--- src/sv/midi_rs_pkg.sv ---
package midi_rs_pkg;

  // message kinds on the result channel
  localparam logic [1:0] KIND_NOTE_OFF = 2'd0;
  localparam logic [1:0] KIND_NOTE_ON  = 2'd1;
  localparam logic [1:0] KIND_CTRL_CHG = 2'd2;
  localparam logic [1:0] KIND_PROG_CHG = 2'd3;

  // status nibbles
  localparam logic [3:0] NIB_NOTE_OFF  = 4'h8;
  localparam logic [3:0] NIB_NOTE_ON   = 4'h9;
  localparam logic [3:0] NIB_POLY_PRES = 4'hA;
  localparam logic [3:0] NIB_CTRL_CHG  = 4'hB;
  localparam logic [3:0] NIB_PROG_CHG  = 4'hC;
  localparam logic [3:0] NIB_CHAN_PRES = 4'hD;
  localparam logic [3:0] NIB_PITCH     = 4'hE;
  localparam logic [3:0] NIB_SYSTEM    = 4'hF;

  // system bytes
  localparam logic [7:0] BYTE_REALTIME = 8'hF8;
  localparam logic [7:0] BYTE_SYSEX    = 8'hF0;
  localparam logic [7:0] BYTE_EOX      = 8'hF7;

endpackage

--- src/sv/midi_running_status_parser.sv ---
// channel   direction  handshake          payload
// in_       input      in_valid/in_stall   in_rx_byte[7:0]
// out_      output     out_valid/out_stall out_msg_kind[1:0], out_channel[4:0],
//                                          out_data_first[6:0], out_data_second[6:0]
//
// one byte per cycle sustained while out_stall does not hold a result; a byte is
// registered in the input register and then its result in the result register
// synchronous active-low reset clears the parser state and both valid flags
// a held result under out_stall holds the input register; in_stall rises only
// while the input register is full and the result register cannot move
module midi_running_status_parser (
  input  logic       clk,
  input  logic       rst_n,
  input  logic       in_valid,
  output logic       in_stall,
  input  logic [7:0] in_rx_byte,
  output logic       out_valid,
  input  logic       out_stall,
  output logic [1:0] out_msg_kind,
  output logic [4:0] out_channel,
  output logic [6:0] out_data_first,
  output logic [6:0] out_data_second
);

  // input register
  logic       in_full_r, in_full_nxt;
  logic [7:0] byte_r;

  // parser state
  logic       sysex_r, sysex_nxt;
  logic [7:0] status_r, status_nxt;
  logic       count_r, count_nxt;
  logic [6:0] held_r, held_nxt;

  // result register
  logic       out_valid_r, out_valid_nxt;
  logic [1:0] kind_r;
  logic [4:0] chan_r;
  logic [6:0] d1_r;
  logic [6:0] d2_r;

  logic       out_free;
  logic       advance;
  logic       accept;
  logic       need2;
  logic       has_kind;
  logic [1:0] kind;
  logic       res;
  logic [6:0] d1;
  logic [6:0] d2;

  assign out_free = !out_valid_r || !out_stall;
  assign advance  = in_full_r && out_free;
  assign in_stall = in_full_r && !out_free;
  assign accept   = in_valid && !in_stall;

  always_comb begin
    need2    = 1'b0;
    has_kind = 1'b0;
    kind     = midi_rs_pkg::KIND_NOTE_OFF;
    case (status_r[7:4])
      midi_rs_pkg::NIB_NOTE_OFF: begin
        need2    = 1'b1;
        has_kind = 1'b1;
        kind     = midi_rs_pkg::KIND_NOTE_OFF;
      end
      midi_rs_pkg::NIB_NOTE_ON: begin
        need2    = 1'b1;
        has_kind = 1'b1;
        kind     = midi_rs_pkg::KIND_NOTE_ON;
      end
      midi_rs_pkg::NIB_POLY_PRES: need2 = 1'b1;
      midi_rs_pkg::NIB_CTRL_CHG: begin
        need2    = 1'b1;
        has_kind = 1'b1;
        kind     = midi_rs_pkg::KIND_CTRL_CHG;
      end
      midi_rs_pkg::NIB_PROG_CHG: begin
        has_kind = 1'b1;
        kind     = midi_rs_pkg::KIND_PROG_CHG;
      end
      midi_rs_pkg::NIB_PITCH: need2 = 1'b1;
      default: ;
    endcase
  end

  assign d1 = need2 ? held_r : byte_r[6:0];
  assign d2 = need2 ? byte_r[6:0] : 7'd0;

  always_comb begin
    sysex_nxt  = sysex_r;
    status_nxt = status_r;
    count_nxt  = count_r;
    held_nxt   = held_r;
    res        = 1'b0;
    if (advance) begin
      if (byte_r >= midi_rs_pkg::BYTE_REALTIME) begin
        // real-time, leave everything alone
      end else if (byte_r == midi_rs_pkg::BYTE_SYSEX) begin
        sysex_nxt = 1'b1;
      end else if (sysex_r) begin
        if (byte_r == midi_rs_pkg::BYTE_EOX) sysex_nxt = 1'b0;
      end else if (byte_r[7]) begin
        status_nxt = (byte_r[7:4] == midi_rs_pkg::NIB_SYSTEM) ? 8'd0 : byte_r;
        count_nxt  = 1'b0;
      end else if (status_r != 8'd0) begin
        if (need2 && !count_r) begin
          held_nxt  = byte_r[6:0];
          count_nxt = 1'b1;
        end else begin
          count_nxt = 1'b0;
          res       = has_kind;
        end
      end
    end
  end

  always_comb begin
    if (accept) begin
      in_full_nxt = 1'b1;
    end else if (advance) begin
      in_full_nxt = 1'b0;
    end else begin
      in_full_nxt = in_full_r;
    end
    if (advance) begin
      out_valid_nxt = res;
    end else begin
      out_valid_nxt = out_valid_r && out_stall;
    end
  end

  always_ff @(posedge clk) begin
    if (!rst_n) begin
      in_full_r   <= 1'b0;
      out_valid_r <= 1'b0;
      sysex_r     <= 1'b0;
      status_r    <= 8'd0;
      count_r     <= 1'b0;
      held_r      <= 7'd0;
    end else begin
      in_full_r   <= in_full_nxt;
      out_valid_r <= out_valid_nxt;
      sysex_r     <= sysex_nxt;
      status_r    <= status_nxt;
      count_r     <= count_nxt;
      held_r      <= held_nxt;
    end
  end

  always_ff @(posedge clk) begin
    if (accept) byte_r <= in_rx_byte;
    if (advance && res) begin
      kind_r <= kind;
      chan_r <= {1'b0, status_r[3:0]} + 5'd1;
      d1_r   <= d1;
      d2_r   <= d2;
    end
  end

  assign out_valid       = out_valid_r;
  assign out_msg_kind    = kind_r;
  assign out_channel     = chan_r;
  assign out_data_first  = d1_r;
  assign out_data_second = d2_r;

  // only channel statuses are ever held
  a_status_ok: assert property (@(posedge clk) disable iff (!rst_n)
    status_r == 8'd0 || (status_r[7] && status_r[7:4] != midi_rs_pkg::NIB_SYSTEM))
    else $error("running status holds a non-channel byte");

  // a byte waiting on a blocked result is kept
  a_hold_byte: assert property (@(posedge clk) disable iff (!rst_n)
    in_full_r && !out_free |=> in_full_r && $stable(byte_r))
    else $error("pending byte lost while result blocked");

  // every result carries a channel from 1 to 16
  a_chan_range: assert property (@(posedge clk) disable iff (!rst_n)
    out_valid_r |-> chan_r != 5'd0 && chan_r <= 5'd16)
    else $error("channel out of range");

  // program change always carries zero second data
  a_prog_d2: assert property (@(posedge clk) disable iff (!rst_n)
    out_valid_r && kind_r == midi_rs_pkg::KIND_PROG_CHG |-> d2_r == 7'd0)
    else $error("program change with nonzero second data");

endmodule

--- config.mk ---
export PLATFORM = sky130hd
export DESIGN_NAME = midi_running_status_parser
export DESIGN_NICKNAME = d
export VERILOG_FILES = /design/src/sv/midi_rs_pkg.sv /design/src/sv/midi_running_status_parser.sv
export SDC_FILE = /design/constraint.sdc
export NUM_CORES = 1
export LEC_CHECK = 0
export BUFFER_PORTS_ARGS = -buffer_cell sky130_fd_sc_hd__buf_2
export CORE_MARGIN = 2
export CORE_UTILIZATION = 59
export DETAILED_ROUTE_END_ITERATION = 10
export PLACE_DENSITY = 0.93
export REMOVE_ABC_BUFFERS = 1
export SLEW_MARGIN = 20
export SYNTH_ARGS = -nofsm -noshare
export SYNTH_HDL_FRONTEND = slang
export SYNTH_SLANG_ARGS = --single-unit
--- constraint.sdc ---
create_clock -name clk -period 2.7 [get_ports clk]
set_input_delay 0.675 -clock clk [delete_from_list [all_inputs] [get_ports clk]]
set_output_delay 0.675 -clock clk [all_outputs]
set_load 0.02 [all_outputs]
### After elaboration in Yosys (flattened, before gate mapping)

Index checks and enable logic that the tools add are counted.

| storage, ports and cells | value |
|---|---|
| flip-flop bits (word level) | 48 |
| bits of input ports | 12 |
| logic and storage cells | 68 |

| operators by class | value |
|---|---|
| add/subtract/negate cells | 1 |
| order comparisons | 1 |
| eq/ne operators | 9 |
| multiplexer cells | 21 |
| bitwise logic cells | 4 |
| reductions and logical operators | 21 |

Operator list:

| kind | count |
|---|---|
| $eq A4 B4 Y1 const B | 7 |
| $mux W1 | 18 |
| $eq A8 B8 Y1 const B | 2 |
| $reduce_and A5 Y1 | 2 |
| $ge A8 B8 Y1 const B | 1 |
| $mux W8 | 1 |
| $reduce_bool A8 Y1 | 1 |
| $mux W7 | 1 |
| $reduce_and A7 Y1 | 1 |
| $logic_and A1 B1 Y1 | 6 |
| $pmux W2 S3 | 1 |
| $add A4 B1 Y5 const B | 1 |
| $logic_not A1 Y1 | 5 |
| $reduce_or A5 Y1 | 1 |
| $not A1 Y1 | 4 |
| $reduce_bool A2 Y1 | 2 |
| $reduce_or A4 Y1 | 1 |
| $reduce_and A2 Y1 | 1 |
| $logic_or A1 B1 Y1 | 1 |

### Depth between registers and ports, before layout

Gate-level depths: netlist of the first run.

| logic depth | value |
|---|---|
| depth in word-level cells | 12 |
| mapped depth | 7 |
| gate-level depth less buffers | 6 |

### Worst setup path after synthesis of the first run

No wires, ideal clock.

| timing path | value |
|---|---|
| kind | input -> register |
| start | in out_stall |
| end | reg chan_r[0], in the netlist out_channel[0] (enable) |
| data arrival time | 1.523 ns |
| required time | 2.323 ns |
| slack | 0.800 ns |
| stages | 3 |
| path buffers | 0 |
| cells stage by stage | a21bo_2 nor2_1 o211a_1 |

| between the ends | value |
|---|---|
| cells in the longest elaborated chain, start to end | 5 |

RTL lines:

| item | line | RTL |
|---|---|---|
| start: declaration | midi_running_status_parser.sv:18 | `input logic out_stall,` |
| $logic_not A1 Y1 * | midi_running_status_parser.sv:52 | `assign out_free = !out_valid_r \|\| !out_stall;` |
| $logic_or A1 B1 Y1 * | midi_running_status_parser.sv:52 |  |
| $logic_and A1 B1 Y1 * | midi_running_status_parser.sv:53 | `assign advance = in_full_r && out_free;` |
| $mux W1 | midi_running_status_parser.sv:96 | `if (advance) begin` |
| $logic_and A1 B1 Y1 * | midi_running_status_parser.sv:153 | `if (advance && res) begin` |
| end signal: assignment | midi_running_status_parser.sv:155 | `chan_r <= {1'b0, status_r[3:0]} + 5'd1;` |
| end: declaration | midi_running_status_parser.sv:38 | `logic [4:0] chan_r;` |

Every way passes the cells marked *; elsewhere a longest branch is shown, timed or not.
A chain may end at the register's enable or synchronous reset.

### Worst setup path after layout of the first run

| timing path | value |
|---|---|
| start | reg status_r[0] |
| end | reg held_r[5] |

| between the ends | value |
|---|---|
| cells in the longest elaborated chain, start to end | 2 |

RTL lines:

| item | line | RTL |
|---|---|---|
| start: declaration | midi_running_status_parser.sv:31 | `logic [7:0] status_r, status_nxt;` |
| start signal: assignment | midi_running_status_parser.sv:145 | `status_r <= status_nxt;` |
| $reduce_bool A8 Y1 | midi_running_status_parser.sv:106 | `end else if (status_r != 8'd0) begin` |
| $reduce_and A7 Y1 (no source line) | - |  |
| end signal: assignment | midi_running_status_parser.sv:147 | `held_r <= held_nxt;` |
| end: declaration | midi_running_status_parser.sv:33 | `logic [6:0] held_r, held_nxt;` |

No other way between the ends.

==> results of run 1 <==
[cell usage in the layout, fill, tap and decap left out, types with 2 or more instances in the layout]
master / n
a21boi_0: 3
a21boi_1: 7
and2_1: 8
and3_1: 4
buf_2: 34
buf_4: 4
bufinv_16: 2
clkbuf_4: 5
dfxtp_1: 19
edfxtp_1: 29
ha_1: 2
inv_1: 5
mux2i_1: 7
nand2_1: 36
nand3_1: 9
nor2_1: 5
nor2b_1: 2
nor4b_1: 2
o21a_1: 3
o21ai_0: 9
o21bai_1: 2
xnor2_1: 2
[worst max-delay path, cell delays in order, from the launching register on]
cell	delay, ns
dfxtp_1	0.39
inv_1	0.07
ha_1	0.19
nor4b_1	0.13
and3_1	0.21
nor4b_2	0.90
mux2i_1	0.27
[worst max-delay path by stage]
stage / end / start / depth (start not counted)
after detailed placement: held_r[1] / out_stall / 5
after global routing: held_r[5] / status_r[0] / 6
after floorplan: held_r[0] / out_stall / 4
after CTS: held_r[1] / status_r[0] / 6
final: held_r[5] / status_r[0] / 6
after global placement: held_r[3] / out_stall / 5
[power groups by stage]
stage	clock [W]	combinational, W	sequential, W
final	0.000505	0.0000849	0.000821
after global routing	0.000539	0.0000958	0.000825
after CTS	0.000514	0.0000850	0.000821
after detailed placement	0	0.0000844	0.000837
after global placement	0	0.0000799	0.000836
after floorplan	0	0.0000522	0.000829
[final cells by class]
cell class                      count  share of cell area
Tap cell                           46              0.0245
Timing Repair Buffer               38              0.0853
Sequential cell                    48               0.533
Inverter                            5             0.00800
Clock buffer                        6              0.0176
Clock inverter                      2              0.0256
Multi-Input combinational cell    117               0.306
[flip-flops by register name (all words and copies together) (netlist names), 2 cells and up]
| register | flops |
|---|---|
| byte_r | 8 |
| held_r | 7 |
| out_channel | 5 |
| out_data_first | 7 |
| out_data_second | 7 |
| out_msg_kind | 2 |
| status_r | 8 |
[cell families (layout without fill, tap and decap cells)]
family,count (synthesis),after routing
buffers and inverters,14,51
flip-flops,48,48
multiplexers,7,7
adder cells (fa/ha/maj),2,2
AO/OA/AOI/OAI,33,33
XOR/XNOR,3,3
AND/OR/NAND/NOR,72,72
[metrics by stage]
stage	total power, W	utilization
after floorplan	0.000882	-
after global placement	0.000916	0.678
after detailed placement	0.000921	0.678
after CTS	0.00142	0.709
after global routing	0.00146	0.709
final	0.00141	0.709
[cell usage after synthesis (all sizes together)]
cell type / instances / area [um2]
buf: 3 / 20.0
nand2: 36 / 135
nand3: 9 / 45.0
o21ai: 10 / 50.0
a21oi: 1 / 8.76
nor2: 5 / 18.8
mux2i: 7 / 70.1
a211oi: 1 / 7.51
o41a: 1 / 11.3
a21bo: 1 / 10.0
o41ai: 1 / 8.76
nor2b: 2 / 12.5
clkbuf: 6 / 22.5
o21a: 3 / 22.5
ha: 2 / 25.0
nor3b: 1 / 7.51
edfxtp: 29 / 871
nand4: 1 / 6.26
nand2b: 2 / 20.0
a211o: 1 / 8.76
o21bai: 2 / 15.0
or3: 1 / 6.26
inv: 5 / 18.8
and2: 8 / 50.1
xor2: 1 / 8.76
o211a: 1 / 10.0
o311a: 1 / 10.0
dfxtp: 19 / 380
xnor2: 2 / 17.5
and3: 4 / 25.0
nor4b: 3 / 32.5
a21boi: 10 / 75.1
[routing by layer]
layer	up-vias	share of wire	global-route usage	routed length, um
met5	-	0	0	0
met4	0	0.018	0.0750	66
met3	6	0.058	0.0613	217
met2	41	0.50	0.371	1860
met1	674	0.42	0.248	1570
li1	702	-	-	-
==> results.ini, run 1 <==
[worst_setup_path]
start_kind = register
worst-r2r-setup-slack_ns = 0.48
crit_type = reg2reg
worstPathRequired_ns = 3.01
ff2ff_path_depth = 6
worstReg2RegEnd = held_r[5]
cp.arrival_ns = 2.53
reg2reg_from = status_r[0]
cp-end-kind = register
worstPathMaxFanout = 8

[power]
p_int_w = 0.00112
pwr-share-clk = 0.358
ir_drop_uv = 469
power_frac_comb = 0.060
switchingPower_w = 0.000289
switching_share = 0.205
leakage_nw = 0.939
p_per_area_mw_per_mm2 = 601
pwr-share-seq = 0.582

[cts]
cts_resized = 0
root_buffer = clkbuf_4
clk_pin_slew_ns = 0.13
cts-hold-fix-buffers = 0
clock_latency_ns = 0.37
cts-buffers-inserted = 5
htreeDepth = 2
cts.path.max_buffers = 2
cts_tree = done
cts.sinks = 48
cts_setup_buffers = 0

[status]
status = finished clean

[die]
start_util = 0.613
die_height_um = 62.7
die_w_um = 62.7
dieArea_mm2 = 0.00393
fp-row-count = 21
io_pins = 35
core_mm2 = 0.00331

[drt]
post_drt_wl_per_cell_um = 14.2
dr.pass1.iters = 4
drt_iter0_drc = 41
drc = 0
totalWireLength_um = 3710
drt.antenna.violating_nets = 0
via_per_inst = 5.43
vias = 1423

[cells_and_area]
multi_input_area_um2 = 718
num-nets-final = 229
fillCellCount = 258
drive_gt1_frac = 0.227
diodes = 0
final_cells = 262
seqCellArea_mm2 = 0.00125
syn_to_final_growth_pct = 15.6
final_cell_area_mm2 = 0.00235

[synthesis]
ys_seq_area_frac = 0.616
synth_mux_area_frac = 0.0345
syn_inst = 179
synth-adder-area-share = 0.0123
netlist_area_mm2 = 0.00203
synth.distinct_cells = 37
yosys.area_share.simple = 0.177
synth-xor-area-share = 0.0129
ys_warn_count = 0
ys_ff_latch = 48
synth-compound-area-share = 0.117
synth_top_family_by_area = simple AND/OR/NAND/NOR gates
syn_avg_cell_area_um2 = 11.3

[sta]
slew_viol_final = 0
setup_viol = 0
fin_crit_ns = 2.22
rsz0062_at_grt = no
hold_viol = 0
finalCritPeriodShare = 0.822
fin_ws_ns = 0.480
relSlewSlack = 0.302
fin_hold_ws_ns = 0.467
worst_pin_slew_ns = 1.04
fin_setup_tns_ns = 0
fmax_mhz = 450
fin_skew_ns = 0.0108

[global_routing]
grt_max_degree = 27
grt.overflow.total = 0
grt_pass1_wl_um = 6330
antenna_found_initial = 0
first_global_vias = 1367
grt_use_total = 0.212

[placed_design]
place_area_mm2 = 0.00225
hpwlAfterDp_um = 2590
dp.cells = 254
routabilityCongestion = 0.792
dp_worst_setup_slack_ns = 0.349
portBuffers = 34

[min_path]
worstHoldStart = held_r[2]
holdPathEnd = held_r[2]
hold_depth = 2
hold_class = reg2reg

[flow_run]
maxCapViolations = 0

No activity file was read; power rests on OpenSTA's default activity.
==> run 2: changes to the inputs <==
--- a/config.mk
+++ b/config.mk
@@ -7,9 +7,9 @@
 export LEC_CHECK = 0
 export BUFFER_PORTS_ARGS = -buffer_cell sky130_fd_sc_hd__buf_2
 export CORE_MARGIN = 2
-export CORE_UTILIZATION = 59
+export CORE_UTILIZATION = 49
 export DETAILED_ROUTE_END_ITERATION = 10
-export PLACE_DENSITY = 0.93
+export PLACE_DENSITY = 0.84
 export REMOVE_ABC_BUFFERS = 1
 export SLEW_MARGIN = 20
 export SYNTH_ARGS = -nofsm -noshare
==> constraint.sdc (replaced) <==
create_clock -name clk -period 2 [get_ports clk]
set_input_delay 0.5 -clock clk [delete_from_list [all_inputs] [get_ports clk]]
set_output_delay 0.5 -clock clk [all_outputs]
set_load 0.02 [all_outputs]
==> results.ini, run 2 (synthesis gave the netlist of run 1 again) <==
[cells_and_area]
final_cells = 282  ; +7.6%
final_cell_mix = nand2_1 (36), buf_2 (34), edfxtp_1 (29)
multi_input_area_um2 = 727  ; +1.2%
diodes = 0  ; unchanged
syn_to_final_growth_pct = 22.1
num-nets-final = 245  ; +7.0%
final_util = 0.620  ; -0.0890
reg.largest.list = byte_r (8), status_r (8)
fillCellCount = 330  ; +28%
seqCellArea_mm2 = 0.00125  ; unchanged
drive_gt1_frac = 0.280  ; +0.0533
final_common_cell = nand2_1

[worst_setup_path]
cp-end-kind = register
ff2ff_path_depth = 6  ; unchanged
critPathMaxStageDelay_ns = 0.60  ; -0.30 ns
cp.depth = 6  ; unchanged
crit_family = simple AND/OR/NAND/NOR gates
worstPathRequired_ns = 2.23  ; -0.78 ns
cp_cell_sequence = inv_1, ha_1, nor4b_1, and3_1, nor4b_4, mux2i_1
crit_type = reg2reg
start_kind = register
worstPathBufferInverterCount = 1  ; unchanged
worstPathMaxFanout = 8  ; unchanged
slowest_stage = nor4b_4
cp.arrival_ns = 2.13  ; -0.40 ns

[cts]
root_buffer = clkbuf_8
cts-buffers-inserted = 5  ; unchanged
cts.sinks = 48  ; unchanged
htreeDepth = 2  ; unchanged
clk_pin_slew_ns = 0.09  ; -0.04 ns
cts-hold-fix-buffers = 0  ; unchanged
cts.path.max_buffers = 2  ; unchanged
clock_latency_ns = 0.31  ; -0.06 ns
cts_tree = done

[sta]
fmax_mhz = 529  ; +17%
relSlewSlack = 0.544  ; +0.242
fin_hold_ws_ns = 0.356  ; -0.111 ns
setup_viol = 0  ; unchanged
fin_skew_ns = 0.0102  ; -0.000575 ns
slew_viol_final = 0  ; unchanged
fin_ws_ns = 0.108  ; -0.371 ns
hold_viol = 0  ; unchanged
worst_pin_slew_ns = 0.681  ; -0.363 ns
rsz0062_at_grt = no
finalCritPeriodShare = 0.946  ; +0.123
fin_crit_ns = 1.89  ; -0.329 ns

[power]
ir_drop_uv = 411  ; -12%
p_total_w = 0.00182  ; +29%
leakage_nw = 1.01  ; +7.5%
p_per_area_mw_per_mm2 = 734  ; +22%

[min_path]
hold_depth = 1  ; -1
hold_class = in2reg

[status]
status = finished clean

[global_routing]
grt_pass1_wl_um = 6270  ; -0.98%
grt_use_total = 0.188  ; -0.0241
antenna_found_initial = 0  ; unchanged
grt_max_degree = 27  ; unchanged
grt.overflow.total = 0  ; unchanged
first_global_vias = 1398  ; +2.3%

[die]
fp-row-count = 23  ; +9.5%
start_util = 0.508  ; -0.106
dieArea_mm2 = 0.00468  ; +19%
io_pins = 35  ; unchanged
die_w_um = 68.4  ; +9.1%
die_height_um = 68.4  ; +9.1%
core_mm2 = 0.00400  ; +21%

[placed_design]
dp.cells = 274  ; +7.9%
portBuffers = 34  ; unchanged
dp_worst_setup_slack_ns = -0.184  ; -0.533 ns
hpwlAfterDp_um = 2720  ; +5.1%
routabilityCongestion = 0.915  ; +16%

[drt]
via_per_inst = 5.32  ; -2.0%
totalWireLength_um = 3820  ; +2.8%
drt.antenna.violating_nets = 0  ; unchanged
drt_iter0_drc = 73  ; +78%
post_drt_wl_per_cell_um = 13.5  ; -4.5%
vias = 1501  ; +5.5%
drc = 0  ; unchanged
dr.pass1.iters = 4  ; unchanged

[flow_run]
maxCapViolations = 0  ; unchanged

-- run 2: changes by cell type in the layout (fill, tap and decap cells not counted) --
cell and delta:
buf_4 +15, clkbuf_4 -5, clkbuf_8 +5, bufinv_16 -2
clkinvlp_4 +2, buf_12 +1, clkbuf_1 -1, clkinv_1 +1
nor4b_2 -1, nor4b_4 +1
-- run 2: area by class of cell --
| type | count | area share |
|---|---|---|
| Timing Repair Buffer | 54 | 0.134 |
| Sequential cell | 48 | 0.505 |
| Tap cell | 50 | 0.0252 |
| Clock buffer | 5 | 0.0277 |
| Clock inverter | 3 | 0.00757 |
| Multi-Input combinational cell | 117 | 0.293 |
| Inverter | 5 | 0.00757 |
-- run 2: repair_timing --
action / 4_1_cts / 5_1_grt
setup buffers: 0 / 0
endpoints found under the hold margin: 0 / 0
setup endpoints to repair: 8 / 6
resized for setup: 1 / 0
pin swaps: 0 / 1
-- run 2: metal layers --
metal | vias up | part of all wire | global-route usage
met5 | - | 0 | 0
met4 | 0 | 0.023 | 0.0900
met3 | 7 | 0.057 | 0.0493
met2 | 52 | 0.51 | 0.323
met1 | 707 | 0.41 | 0.216
li1 | 735 | - | -
-- run 2: final timing paths --
kind | start | end | slack [ns]
worst max-delay path | status_r[0] | held_r[0] | 0.11
worst max register to register | status_r[0] | held_r[0] | 0.11
worst min register to register | held_r[5] | held_r[5] | 0.46
worst min-delay path | in_rx_byte[7] | byte_r[7] | 0.36
-- run 2: power by group --
part / internal [W] / switching (W) / total (W)
Combinational: 0.0000739 / 0.0000863 / 0.000160
Sequential: 0.00107 / 0.0000185 / 0.00109
Clock: 0.000241 / 0.000326 / 0.000567
Total: 0.00139 / 0.000431 / 0.00182
-- run 2: stage by stage --
step | setup TNS [ns] | instance area (um2)
2_1_floorplan | 0 | 1990
3_3_place_gp | -1.08 | 2380
3_5_place_dp | -1.33 | 2380
4_1_cts | 0 | 2480
5_1_grt | 0 | 2480
6_report | 0 | 2480
==> run 3: changes to the inputs <==
--- a/config.mk
+++ b/config.mk
@@ -11,6 +11,7 @@
 export DETAILED_ROUTE_END_ITERATION = 10
 export PLACE_DENSITY = 0.84
 export REMOVE_ABC_BUFFERS = 1
+export SKIP_CTS_REPAIR_TIMING = 1
 export SLEW_MARGIN = 20
 export SYNTH_ARGS = -nofsm -noshare
 export SYNTH_HDL_FRONTEND = slang
==> constraint.sdc (replaced) <==
create_clock -name clk -period 2 [get_ports clk]
set_input_delay 0.5 -clock clk [delete_from_list [all_inputs] [get_ports clk]]
set_output_delay 0.5 -clock clk [all_outputs]
set_load 0.1 [all_outputs]
==> results.ini, run 3 (synthesis gave the netlist of run 1 again) <==
[cells_and_area]
drive_gt1_frac = 0.283  ; +0.00309
num-nets-final = 246  ; +0.41%
reg.largest.list = byte_r (8), status_r (8)
final_util = 0.634  ; +0.0138
syn_to_final_growth_pct = 24.8
final_cell_mix = nand2_1 (36), buf_2 (33), edfxtp_1 (29)
final_common_cell = nand2_1
diodes = 0  ; unchanged

[die]
core_mm2 = 0.00400  ; unchanged
die_w_um = 68.4  ; unchanged
fp-row-count = 23  ; unchanged
start_util = 0.508  ; unchanged
dieArea_mm2 = 0.00468  ; unchanged
io_pins = 35  ; unchanged
die_height_um = 68.4  ; unchanged

[power]
switching_share = 0.217  ; -0.0197
ir_drop_uv = 534  ; +30%
pwr-share-seq = 0.562  ; -0.038
power_frac_comb = 0.089  ; about the same
p_total_w = 0.00194  ; +6.6%
pwr-share-clk = 0.348  ; +0.036
p_int_w = 0.00152  ; +9.4%
p_per_area_mw_per_mm2 = 765  ; +4.3%
switchingPower_w = 0.000421  ; -2.3%
leakage_nw = 1.04  ; +2.8%

[sta]
relSlewSlack = 0.672  ; +0.128
setup_viol = 0  ; unchanged
fin_skew_ns = 0.00447  ; -0.00578 ns
fmax_mhz = 590  ; +12%
slew_viol_final = 0  ; unchanged
fin_crit_ns = 1.69  ; -0.198 ns
rsz0062_at_grt = no
finalCritPeriodShare = 0.847  ; -0.0990
hold_viol = 0  ; unchanged
fin_hold_ws_ns = 0.374  ; +0.0182 ns
worst_pin_slew_ns = 0.495  ; -0.186 ns

[worst_setup_path]
slowest_stage = edfxtp_1
cp.arrival_ns = 1.91  ; -0.22 ns
critPathMaxStageDelay_ns = 0.48  ; -0.12 ns
crit_family = compound AO/OA/AOI/OAI gates
start_kind = register
cp-end-kind = register
worstPathRequired_ns = 2.21  ; -0.02 ns
worstPathMaxFanout = 10  ; +2
crit_type = reg2reg
worstPathBufferInverterCount = 1  ; unchanged
cp_cell_sequence = or3_1, a21oi_2, buf_4, o21ai_0, a21boi_0

[global_routing]
grt.met2_usage = 0.288  ; -0.0352
grt_max_degree = 27  ; unchanged
top_usage_layer = met2
grt.overflow.total = 0  ; unchanged
grt_use_met3 = 0.0362  ; -0.0132
grt_use_total = 0.176  ; -0.0117
use_met1 = 0.224  ; +0.00814
first_global_vias = 1305  ; -6.7%
antenna_found_initial = 0  ; unchanged
grt_pass1_wl_um = 5930  ; -5.3%

[drt]
via_per_inst = 5.23  ; -1.8%
drt_iter0_drc = 75  ; +2.7%
drc = 0  ; unchanged
drt.antenna.violating_nets = 0  ; unchanged
vias = 1479  ; -1.5%
dr.pass1.iters = 4  ; unchanged
post_drt_wl_per_cell_um = 13.3  ; -1.6%
totalWireLength_um = 3770  ; -1.3%

[cts]
clock_latency_ns = 0.30  ; about the same
htreeDepth = 2  ; unchanged
cts.path.max_buffers = 2  ; unchanged
cts-buffers-inserted = 5  ; unchanged
clk_pin_slew_ns = 0.08  ; about the same
cts.sinks = 48  ; unchanged
root_buffer = clkbuf_8
cts_tree = done

[placed_design]
portBuffers = 34  ; unchanged
routabilityCongestion = 0.930  ; +1.6%
hpwlAfterDp_um = 2620  ; -3.7%

[flow_run]
maxCapViolations = 0  ; unchanged

[status]
status = finished clean

[min_path]
hold_class = in2reg

## run 3: per-layer routing
| layer | vias to the layer above | routed length (um) |
|---|---|---|
| met4 | 0 | 51 |
| li1 | 732 | - |
| met2 | 35 | 1890 |
| met3 | 5 | 147 |
| met5 | - | 0 |
| met1 | 707 | 1680 |
## run 3: stage by stage
step,std cells,instance area [um2],setup slack [ns],setup TNS (ns)
global placement,274,2400,-0.139,-1.06
detailed placement,274,2400,-0.249,-1.74
floorplan,170,1990,-0.563,-7.02
global route,283,2530,0.223,0
finish,283,2530,0.306,0
CTS,282,2510,-0.258,-1.78
## run 3: worst reg2reg max path, stage by stage, from the launching register on
cell	delay (ns)
edfxtp_1	0.48
or3_1	0.42
a21oi_2	0.22
buf_4	0.20
o21ai_0	0.11
a21boi_0	0.19
## run 3: layout make-up
| class | count | area (um2) |
|---|---|---|
| inverter | 5 | 18.8 |
| multi-input combinational | 117 | 727 |
| clock inverter | 2 | 35.0 |
| tap | 50 | 62.6 |
| fill | 307 | 1470 |
| clock buffer | 6 | 72.6 |
| timing repair buffer | 55 | 368 |
| sequential | 48 | 1250 |
## run 3: worst paths after layout
kind,from,endpoint,slack [ns],cells after the start
max,byte_r[0],status_r[4],0.31,5
min,in_rx_byte[0],byte_r[0],0.37,1
max reg2reg,byte_r[0],status_r[4],0.31,5
min reg2reg,held_r[4],held_r[4],0.47,2
## run 3: power groups by stage
stage,Combinational (W),Clock (W),Sequential (W)
after floorplan,0.0000707,0,0.00113
after global placement,0.000165,0,0.00111
after detailed placement,0.000168,0,0.00111
after CTS,0.000169,0.000692,0.00109
after global routing,0.000191,0.000721,0.00109
final,0.000173,0.000676,0.00109
